<file path="src/tes_pkg.sv">
// Package for the timer event scheduler: sizes, codes, slot entry and compare types.
`timescale 1ns / 1ps
package tes_pkg;

    localparam int SLOTS  = 16;
    localparam int SLOT_W = $clog2(SLOTS);
    localparam int CNT_W  = $clog2(SLOTS + 1);
    localparam int RANK_W = $clog2(SLOTS) + 1;

    typedef enum logic [2:0] {
        REQ_INIT   = 3'd0,
        REQ_ADD    = 3'd1,
        REQ_DELETE = 3'd2,
        REQ_CHANGE = 3'd3,
        REQ_CANCEL = 3'd4,
        REQ_QUERY  = 3'd5,
        REQ_FINISH = 3'd6,
        REQ_TICK   = 3'd7
    } t_req;

    typedef enum logic [1:0] {
        KIND_STATUS = 2'd0,
        KIND_EXPIRE = 2'd1,
        KIND_CANCEL = 2'd2,
        KIND_RELOAD = 2'd3
    } t_kind;

    typedef enum logic [1:0] {
        ST_OK        = 2'd0,
        ST_INVALID   = 2'd1,
        ST_NOT_FOUND = 2'd2
    } t_status;

    typedef struct packed {
        logic [63:0]       expiry;
        logic [63:0]       gap;
        logic [63:0]       token;
        logic [RANK_W-1:0] rank;
        logic              oneshot;
    } t_entry;

    localparam int ENTRY_W = $bits(t_entry);

    typedef struct packed {
        logic [63:0] diff;
        logic        eq;
    } t_cmp;

endpackage

</file>
<file path="src/tes_cmp.sv">
// Shared 64-bit subtract and equality unit used by every scan and the reload compute.
`timescale 1ns / 1ps
module tes_cmp (
    input  logic [63:0]   i_a,
    input  logic [63:0]   i_b,
    output tes_pkg::t_cmp o_res
);
    import tes_pkg::*;

    logic [63:0] diff;

    assign diff       = i_a - i_b;
    assign o_res.diff = diff;
    assign o_res.eq   = (diff == 64'd0);
endmodule

</file>
<file path="config.mk">
export PLATFORM = sky130hd
export DESIGN_NAME = tes_cmp
export DESIGN_NICKNAME = d
export VERILOG_FILES = /design/src/tes_pkg.sv /design/src/tes_cmp.sv
export SDC_FILE = /design/constraint.sdc
export NUM_CORES = 1
export LEC_CHECK = 0
export ABC_AREA = 1
export BUFFER_PORTS_ARGS = -buffer_cell sky130_fd_sc_hd__buf_2
export CAP_MARGIN = 10
export CORE_AREA = 2 2 131 133
export DETAILED_ROUTE_END_ITERATION = 10
export DIE_AREA = 0 0 133 135
export MAX_ROUTING_LAYER = met4
export PLACE_DENSITY = 0.66
export SETUP_SLACK_MARGIN = 0.02
export SYNTH_ARGS = -nofsm -noshare
export SYNTH_HDL_FRONTEND = slang
export SYNTH_SLANG_ARGS = --single-unit
</file>
<file path="constraint.sdc">
create_clock -name vclk -period 3.88
set_clock_uncertainty 0.2 [all_clocks]
set_input_delay 0.97 -clock vclk [all_inputs]
set_output_delay 0.97 -clock vclk [all_outputs]
set_load 0.005 [all_outputs]
</file>
==> impl_metrics.csv <==
group,metric,value,unit
timing,finalSetupViolCount,41,
cells_and_area,layout_common_cells,"336 x nand2_1, 296 x inv_1, 219 x buf_4",
global_routing,grt_pass1_wl,48300,um
worst_setup_path,required,2710,ps
outcome,status,"finished, violations left",
timing,max_freq,216,MHz
synthesis,syn-num-nets,1620,
global_routing,grt_max_degree,6,
pwr,p_leak,7.86,nW
synthesis,synthCells,1428,
placement,dp_hpwl,24700,um
worst_setup_path,cp.arrival,3450,ps
timing,finalCritPeriodShare,1.19,
synthesis,ys_seq_area_frac,0,
cells_and_area,final_cell_area,13700,um2
timing,rsz0062_at_grt,"yes",
hold_path,worstHoldPathType,"input port to output pin",
timing,hold_violations,0,
detailed_routing,route.detailed.drc,0,
cells_and_area,fin_nets,2102,
global_routing,grt-ovfl-total,0,
timing,worst_pin_slew,343,ps
cells_and_area,finalNonFillerCells,2128,
die,die_area,18000,um2
detailed_routing,firstDrtPassIters,6,
detailed_routing,via_per_inst,5.13,
global_routing,grt_pass1_vias,9847,
detailed_routing,route.antenna.remaining_nets,0,
outcome,violations,"negative setup slack",
pwr,ir_worst_vdd,0.160,mV
placement,dp_slack,-732,ps
synthesis,synth.avg_cell_area,4.53,um2
die,rows,47,
detailed_routing,wl_per_cell,17.2,um
timing,relSlewSlack,0.770,
cells_and_area,clockBufferCount,0,
placement,io_buffers,193,
die,io_pins,193,
worst_setup_path,endpoint_kind,"output pin",
timing,fin_crit,4620,ps
die,core_area,16400,um2
timing,final.setup.tns,-6550,ps
worst_setup_path,path_class,"input port to output pin",
synthesis,synthesis.area,6460,um2
worst_setup_path,critPathLaunchType,"input port",
synthesis,synth_cell_types,32,
cells_and_area,seq_area,0,um2
cells_and_area,fillers,1035,
pwr,power_density,189,nW/um2
cells_and_area,syn_to_final_growth,112,%
placement,dp_cells,2081,
timing,finalMaxSlewViolations,0,
cells_and_area,layout_commonest_cell,"nand2_1",
detailed_routing,drtIter0Drc,772,
synthesis,ys_warn_count,0,
global_routing,grt.total_usage,0.347,
cells_and_area,design.seq.count,0,
die,start_util,0.394,
timing,worst_slack,-743,ps
die,die_x,133,um
pwr,total_power,2.58,mW
cells_and_area,drive_above_1_share,0.594,
flow_run,drv_cap,0,
die,fp.dieH,135,um
placement,place_area,9530,um2
cells_and_area,antennaDiodeCount,0,
detailed_routing,vias,10923,
placement,gp_congestion,1.01,
detailed_routing,totalWireLength,36600,um
global_routing,antenna_found_initial,0,
worst_setup_path,cp_max_fo,3,
## critical path: stages
cell and delay, ps:
buf_6 100, inv_2 70, ha_4 240, buf_4 160
nand2_2 100, inv_1 90, nand2_1 120, nand3_4 130
nand2_4 110, nand2_4 80, nand2_4 90, nand2_4 60
buf_12 120, nand2_4 50, nand2_4 60, xnor2_2 150
nand2_1 90, nor3_1 280, nand3_2 150, nor2_2 110
buf_2 120
## logic make-up after synthesis
group | Yosys count | share of synthesized area
AO/OA/AOI/OAI | 76 | 0.0633
adder cells (fa/ha/maj) | 64 | 0.125
XOR/XNOR | 16 | 0.0217
AND/OR/NAND/NOR | 870 | 0.557
buffers and inverters | 402 | 0.233
## layout make-up
type | count | area [um2] | share of cell area
multi-input combinational | 1026 | 8090 | 0.591
inverter | 402 | 1550 | 0.113
timing repair buffer | 480 | 3770 | 0.276
tap | 220 | 275 | 0.0201
## stage by stage
step                utilization  hold WS, ps
floorplan                     -         1910
global placement          0.581         2120
detailed placement        0.581         2130
CTS                       0.727         2090
global route              0.834         2100
finish                    0.834         2080
## path summary, 6_finish.rpt
check	slack (ps)	startpoint	cells past startpoint	to
hold / removal	2080	i_b[0]	4	o_res[1]
setup / recovery	-740	i_b[5]	21	o_res[0]
## cells in the mapped netlist, drive strengths merged
library cell	n	share of area
nor3	20	0.019
xnor2	7	0.0095
clkinv	1	0.00058
nand3b	9	0.010
and2	2	0.0019
a21oi	57	0.044
ha	63	0.12
o21bai	5	0.0058
fa	1	0.0031
inv	401	0.23
a21o	1	0.0012
nand3	61	0.048
a31oi	2	0.0019
and3	1	0.00097
nor3b	1	0.0012
nand4	10	0.0097
xor2	9	0.012
o211ai	2	0.0023
nor4	5	0.0058
o21a	1	0.0012
o2111ai	1	0.0014
o21ai	7	0.0054
nand2	631	0.37
nor2	130	0.086
## what timing repair did
item / 4_1_cts / 5_1_grt
hold buffers: 0 / 0
pin swaps: 155 / 189
setup buffers: 24 / 51
setup endpoints to repair: 48 / 46
gates resized for setup: 529 / 394
## report_power, final
part           leakage (nW)  internal, mW  switching (mW)
clock network             0             0               0
logic                  7.86          1.20            1.38
registers                 0             0               0
## routing by layer
metal / wire length [um] / part of all wire / global-route usage / vias up
li1: - / - / - / 5164
met1: 13600 / 0.37 / 0.422 / 5015
met2: 18100 / 0.49 / 0.605 / 602
met3: 3200 / 0.087 / 0.0462 / 142
met4: 1710 / 0.047 / 0.0914 / 0
met5: 0 / 0 / - / -
Power figures use the tool's default switching activity.
