===== config.mk =====
export PLATFORM = sky130hd
export DESIGN_NAME = tes_ram
export DESIGN_NICKNAME = d
export VERILOG_FILES = /design/src/tes_ram.sv
export SDC_FILE = /design/constraint.sdc
export NUM_CORES = 1
export LEC_CHECK = 0
export ABC_AREA = 1
export BUFFER_PORTS_ARGS = -buffer_cell sky130_fd_sc_hd__clkbuf_2
export CORE_MARGIN = 2
export CORE_UTILIZATION = 40
export DETAILED_ROUTE_END_ITERATION = 7
export GPL_TIMING_DRIVEN = 0
export PLACE_DENSITY = 0.65
export REMOVE_ABC_BUFFERS = 1
export SLEW_MARGIN = 20
export SYNTH_ARGS = -nofsm -noshare
export SYNTH_HDL_FRONTEND = slang
export SYNTH_SLANG_ARGS = --single-unit

===== constraint.sdc =====
create_clock -name i_clk -period 1.3 [get_ports i_clk]
set_clock_uncertainty 0.15 [all_clocks]
set_input_delay 0.26 -clock i_clk [delete_from_list [all_inputs] [get_ports i_clk]]
set_output_delay 0.26 -clock i_clk [all_outputs]
set_load 0.02 [all_outputs]

===== src/tes_ram.sv =====
// Generic single write port, single read port RAM with registered read data.
`timescale 1ns / 1ps
module tes_ram #(
    parameter int W     = 8,
    parameter int DEPTH = 16
) (
    input  logic                     i_clk,
    input  logic                     i_we,
    input  logic [$clog2(DEPTH)-1:0] i_waddr,
    input  logic [W-1:0]             i_wdata,
    input  logic [$clog2(DEPTH)-1:0] i_raddr,
    output logic [W-1:0]             o_rdata
);
    logic [W-1:0] r_mem [DEPTH];
    logic [W-1:0] r_rdata;

    always_ff @(posedge i_clk) begin
        if (i_we) begin
            r_mem[i_waddr] <= i_wdata;
        end
        r_rdata <= r_mem[i_raddr];
    end

    assign o_rdata = r_rdata;
endmodule


==> impl_metrics.env, run 1 <==
export IMPL_status="finished with violations"
export IMPL_violations="setup timing"
export IMPL_cts_sinks=136
export IMPL_post_route_util_pct=47.8
export IMPL_syn_to_final_growth_pct=16.1
export IMPL_drtIter0Drc=226
export IMPL_remaining_drc_errors=0
export IMPL_cp_max_fo=8
export IMPL_final_cell_mix="173 x nand2_1, 128 x edfxtp_1, 99 x inv_1, 97 x nand3_1, 17 x clkbuf_16"
export IMPL_cts_max_level=4
export IMPL_ant_nets=0
export IMPL_grt_max_degree=66
export IMPL_clk_path_buf_depth=2
export IMPL_rsz0062_at_grt="true"
export IMPL_cpLargestDelayFamily="simple AND/OR/NAND/NOR gates"
export IMPL_vdd_ir_drop_max_mv=0.830
export IMPL_relSlewSlack_pct=42.3
export IMPL_grt_pass1_wl_um=19700
export IMPL_start_util_pct=41.2
export IMPL_hpwlAfterDp_um=7240
export IMPL_min_path_type="input pin to flop"
export IMPL_cts_buffers=17
export IMPL_antenna_found_initial=0
export IMPL_globalRouteOverflowTotal=0
export IMPL_yosysUniqueCellTypes=12
export IMPL_vias=3765
export IMPL_fin_ws_ns=-0.146
export IMPL_p_sw_share_pct=21.2
export IMPL_setup_viol=24
export IMPL_wl_um=12500
export IMPL_final_area_um2=6690
export IMPL_grt_pass1_vias=3759
export IMPL_nNetsFinal=591
export IMPL_clock_latency_ns=0.42
export IMPL_final_cells=766
export IMPL_hold_viol_final=0
export IMPL_worstMarginPinSlew_ns=0.862
export IMPL_ys_ff_latch=136
export IMPL_min_period_ns=1.45
export IMPL_p_leak_nw=2.83
export IMPL_dpl_cell_count=732
export IMPL_rows=43
export IMPL_power_frac_seq_pct=49.0
export IMPL_wl_per_cell_um=16.3
export IMPL_diodes=0
export IMPL_p_sw_mw=2.14
export IMPL_total_power_mw=10.1
export IMPL_port_buffers=25
export IMPL_min_period_over_period_pct=111
export IMPL_cts_root_buf="clkbuf_16"
export IMPL_drive_gt1_share_pct=13.0
export IMPL_cts_tree="done"
export IMPL_synthCells=551
export IMPL_syn_area_per_cell_um2=10.5
export IMPL_design_core_area_um2=14000
export IMPL_p_int_mw=7.94
export IMPL_power_frac_comb_pct=6.4
export IMPL_clkTransAtPathRegs_ns=0.05
export IMPL_dr_pass1_iters=7
export IMPL_place_area_um2=5950
export IMPL_die_area_um2=15400
export IMPL_drv_slew=0
export IMPL_cpMaxStageDelayCell="nor2_1"
export IMPL_synth_yosys_seq_area_share_pct=69.4
export IMPL_gr_usage_all_layers_pct=17.8
export IMPL_clockPowerShare_pct=44.5
export IMPL_io_pins=26
export IMPL_cap_violations=0
export IMPL_arrival_ns=1.34
export IMPL_routabilityCongestion=0.764
export IMPL_slowest_delay_ns=0.73
export IMPL_start_kind="input pin"
export IMPL_cp_data_required_time_ns=1.19
export IMPL_power_density_nw_per_um2=1510
export IMPL_worstPathCellList="clkbuf_2 -> nand3_1 -> nor2_1"
export IMPL_cp_num_buf_inv=1
export IMPL_dieHeight_um=124
export IMPL_die_w_um=124
export IMPL_yosysWarnings=0
export IMPL_final_common_cell="nand2_1"
export IMPL_critPathKind="input pin to flop"
export IMPL_fmax_ghz=0.692
export IMPL_viasPerCell=4.92
export IMPL_crit_path_end_kind="flop"
export IMPL_netlist_area_um2=5770
per-stage QoR:
step,setup TNS [ns],worst slack (ns),hold WS [ns]
after detailed placement,-78.47,-1.38,0.492
after global placement,-75.78,-1.83,0.488
after floorplan,-5.70,-0.0905,0.209
after global routing,-4.16,-0.184,0.138
after CTS,-3.57,-0.110,0.0929
final,-3.05,-0.146,0.0964
layout make-up:
class                      instances  area [um2]
fill                            1282        7300
sequential                       136        4010
multi-input combinational        289        1270
clock buffer                      28         507
inverter                         102         405
timing repair buffer              27         229
tap                              180         225
clock inverter                     4        45.0
worst register-to-register path, stage by stage (launching register included):
cell	delay, ns
edfxtp_1	0.37
inv_1	0.06
nand2_1	0.05
nand3_1	0.09
nand3_1	0.09
nand3_1	0.16
nand2_1	0.08
state kept, by name (all words and copies together) (netlist names):
| signal | cells |
|---|---|
| o_rdata | 8 |
| r_mem | 128 |
cells in the mapped netlist:
| cell type | count | area (um2) |
|---|---|---|
| nand2_1 | 173 | 649 |
| nor2_1 | 17 | 63.8 |
| buf_2 | 13 | 65.1 |
| buf_1 | 1 | 3.75 |
| nand3b_1 | 2 | 15.0 |
| buf_4 | 4 | 30.0 |
| dfxtp_1 | 8 | 160 |
| nand3_1 | 97 | 485 |
| buf_6 | 6 | 67.6 |
| inv_1 | 100 | 375 |
| inv_2 | 2 | 7.51 |
| edfxtp_1 | 128 | 3840 |
metal layers:
metal / wire [um] / track usage, % / vias up
met5: 0 / 0 / -
met4: 219 / 7.65 / 0
met3: 714 / 4.21 / 21
met2: 6120 / 29.2 / 135
met1: 5400 / 22.7 / 1791
li1: - / - / 1818
logic make-up after synthesis:
group,count (synthesis),share of synthesized area (%)
buf+inv,126,9.52
flops,136,69.4
simple gates,289,21.0
final timing paths:
| kind | start | to | slack (ns) | depth (start not counted) |
|---|---|---|---|---|
| worst min register to register | r_mem[15][4] | o_rdata[4] | 0.51 | 6 |
| worst min-delay path | i_raddr[3] | o_rdata[4] | 0.1 | 3 |
| worst max register to register | r_mem[7][1] | o_rdata[1] | 0.13 | 6 |
| worst max-delay path | i_we | r_mem[13][7] | -0.15 | 3 |
power by group through the flow:
| stage | clock network, mW | logic (mW) | registers, mW |
|---|---|---|---|
| 2_1_floorplan | 0 | 0.265 | 5.05 |
| 3_3_place_gp | 0 | 0.566 | 5.02 |
| 3_5_place_dp | 0 | 0.582 | 5.02 |
| 4_1_cts | 4.51 | 0.643 | 4.94 |
| 5_1_grt | 4.71 | 0.725 | 4.95 |
| 6_report | 4.49 | 0.650 | 4.94 |
what timing repair did:
item	CTS	global route
hold buffers	0	0
buffers inserted	2	0
gates resized for setup	40	16
setup endpoints to repair	143	94
No activity file was read; power rests on OpenSTA's default activity.
==> run 2, diff against run 1 <==
--- a/config.mk
+++ b/config.mk
@@ -11,7 +11,6 @@
 export CORE_UTILIZATION = 40
 export DETAILED_ROUTE_END_ITERATION = 7
 export GPL_TIMING_DRIVEN = 0
-export PLACE_DENSITY = 0.65
 export REMOVE_ABC_BUFFERS = 1
 export SLEW_MARGIN = 20
 export SYNTH_ARGS = -nofsm -noshare
==> impl_metrics.env, run 2 (same netlist as run 1, synthesis figures left out) <==
export IMPL_regArea_um2=4010
export IMPL_cpMaxStageDelayCell="nor2_1"
export IMPL_ant_nets=0
export IMPL_cts_tree="done"
export IMPL_die_w_um=124
export IMPL_dr_pass1_iters=4
export IMPL_final_cell_mix="173 x nand2_1, 128 x edfxtp_1, 99 x inv_1, 97 x nand3_1, 18 x clkbuf_16"
export IMPL_rsz0062_at_grt="true"
export IMPL_rows=43
export IMPL_routabilityCongestion=0.748
export IMPL_grt_pass1_vias=3646
export IMPL_min_from="i_raddr[3]"
export IMPL_worstPathCellList="clkbuf_2 -> inv_1 -> nand2_1 -> nor2_1"
export IMPL_grtUsageMet3_pct=4.72
export IMPL_worstMarginPinSlew_ns=0.825
export IMPL_diodes=0
export IMPL_die_area_um2=15400
export IMPL_largest_reg_flops=128
export IMPL_cts_root_buf="clkbuf_16"
export IMPL_vias=3760
export IMPL_fin_ws_ns=-0.140
export IMPL_power_density_nw_per_um2=1480
export IMPL_wl_per_cell_um=16.8
export IMPL_port_buffers=25
export IMPL_grt_pass1_wl_um=20100
export IMPL_grt_max_degree=67
export IMPL_use_met1_pct=24.5
export IMPL_critPathKind="input pin to flop"
export IMPL_hold_slack_ns=0.103
export IMPL_wl_um=12900
export IMPL_status="finished with violations"
export IMPL_hold_depth=3
export IMPL_clock_latency_ns=0.42
export IMPL_fill_cells=1278
export IMPL_final_cells=763
export IMPL_regMostFlops="r_mem"
export IMPL_place_area_um2=5950
export IMPL_post_route_util_pct=47.4
export IMPL_min_to="o_rdata[4]"
export IMPL_r2r_end="o_rdata[5]"
export IMPL_drtIter0Drc=252
export IMPL_hold_viol_final=0
export IMPL_cts_buffers=17
export IMPL_drive_gt1_share_pct=11.8
export IMPL_timing_rr_start="r_mem[5][5]"
export IMPL_final_area_um2=6630
export IMPL_vdd_ir_drop_max_mv=0.848
export IMPL_rrSetupSlack_ns=0.09
export IMPL_clk_path_buf_depth=2
export IMPL_cts_max_level=4
export IMPL_relSlewSlack_pct=44.8
export IMPL_gr_usage_all_layers_pct=18.4
export IMPL_setup_tns_ns=-3.28
export IMPL_setup_viol=32
export IMPL_crit_path_end_kind="flop"
export IMPL_violations="setup timing"
export IMPL_min_period_ns=1.44
export IMPL_io_pins=26
export IMPL_dieHeight_um=124
export IMPL_grt_util_met2_pct=28.4
export IMPL_p_leak_nw=2.80
export IMPL_r2r_cells=6
export IMPL_dpl_cell_count=732
export IMPL_start_kind="input pin"
export IMPL_min_path_type="input pin to flop"
export IMPL_cts_sinks=136
export IMPL_clkTransAtPathRegs_ns=0.05
export IMPL_cp_data_required_time_ns=1.19
export IMPL_slowest_delay_ns=0.71
export IMPL_viasPerCell=4.93
export IMPL_total_power_mw=9.80
export IMPL_cap_violations=0
export IMPL_design_core_area_um2=14000
export IMPL_final_common_cell="nand2_1"
export IMPL_antenna_found_initial=0
export IMPL_fmax_ghz=0.695
export IMPL_grt_busiest_layer="met2"
export IMPL_arrival_ns=1.33
export IMPL_remaining_drc_errors=0
export IMPL_hpwlAfterDp_um=7360
export IMPL_drv_slew=0
export IMPL_syn_to_final_growth_pct=14.9
export IMPL_start_util_pct=41.2
export IMPL_nNetsFinal=591
export IMPL_cp_max_fo=8
export IMPL_min_period_over_period_pct=111
export IMPL_pre_cts_ws_ns=-1.41
export IMPL_globalRouteOverflowTotal=0
export IMPL_multi_input_area_um2=1260
## run 2: changes by cell type in the layout (fill, tap and decap cells not counted), sizes merged
cell,change
clkinv,+3
buf,-2
inv,+1
clkbuf,-5
## run 2: timing repair
item	4_1_cts	5_1_grt
gates cloned	1	0
hold buffers	0	0
setup buffers	1	0
pin swaps	0	0
setup endpoints to repair	103	86
gates resized for setup	33	17
## run 2: worst max-delay path by stage
stage,from,endpoint,depth (start not counted)
global route,i_waddr[2],r_mem[8][3],3
global placement,i_raddr[0],o_rdata[0],7
finish,i_waddr[0],r_mem[10][4],4
detailed placement,i_raddr[0],o_rdata[0],7
CTS,i_waddr[2],r_mem[11][2],3
floorplan,i_raddr[0],o_rdata[2],6
## run 2: report_power, final
group,internal (mW),total [mW],switching [mW]
Sequential,4.91,4.94,0.0291
Clock,2.56,4.20,1.64
Combinational,0.202,0.668,0.466
## run 2: critical path, delay by kind of cell
family | cells | cell delay [ns]
buf+inv | 2 | 0.16
simple gates | 2 | 0.90
## run 2: final cells by class
class,instances,area share [%]
well taps,180,3.40
inverters,102,6.12
clock buffers,22,6.70
repair buffers,26,3.30
multi-input cells,289,19.0
clock inverters,7,0.849
flip-flops and latches,136,60.5
repair inverters,1,0.132
## run 2: metal layers
metal  wire (um)  part of all wire [%]  vias up
li1            -                     -     1814
met1        5720                    44     1803
met2        6000                    47      124
met3         865                   6.7       19
met4         274                   2.1        0
met5           0                     0        -
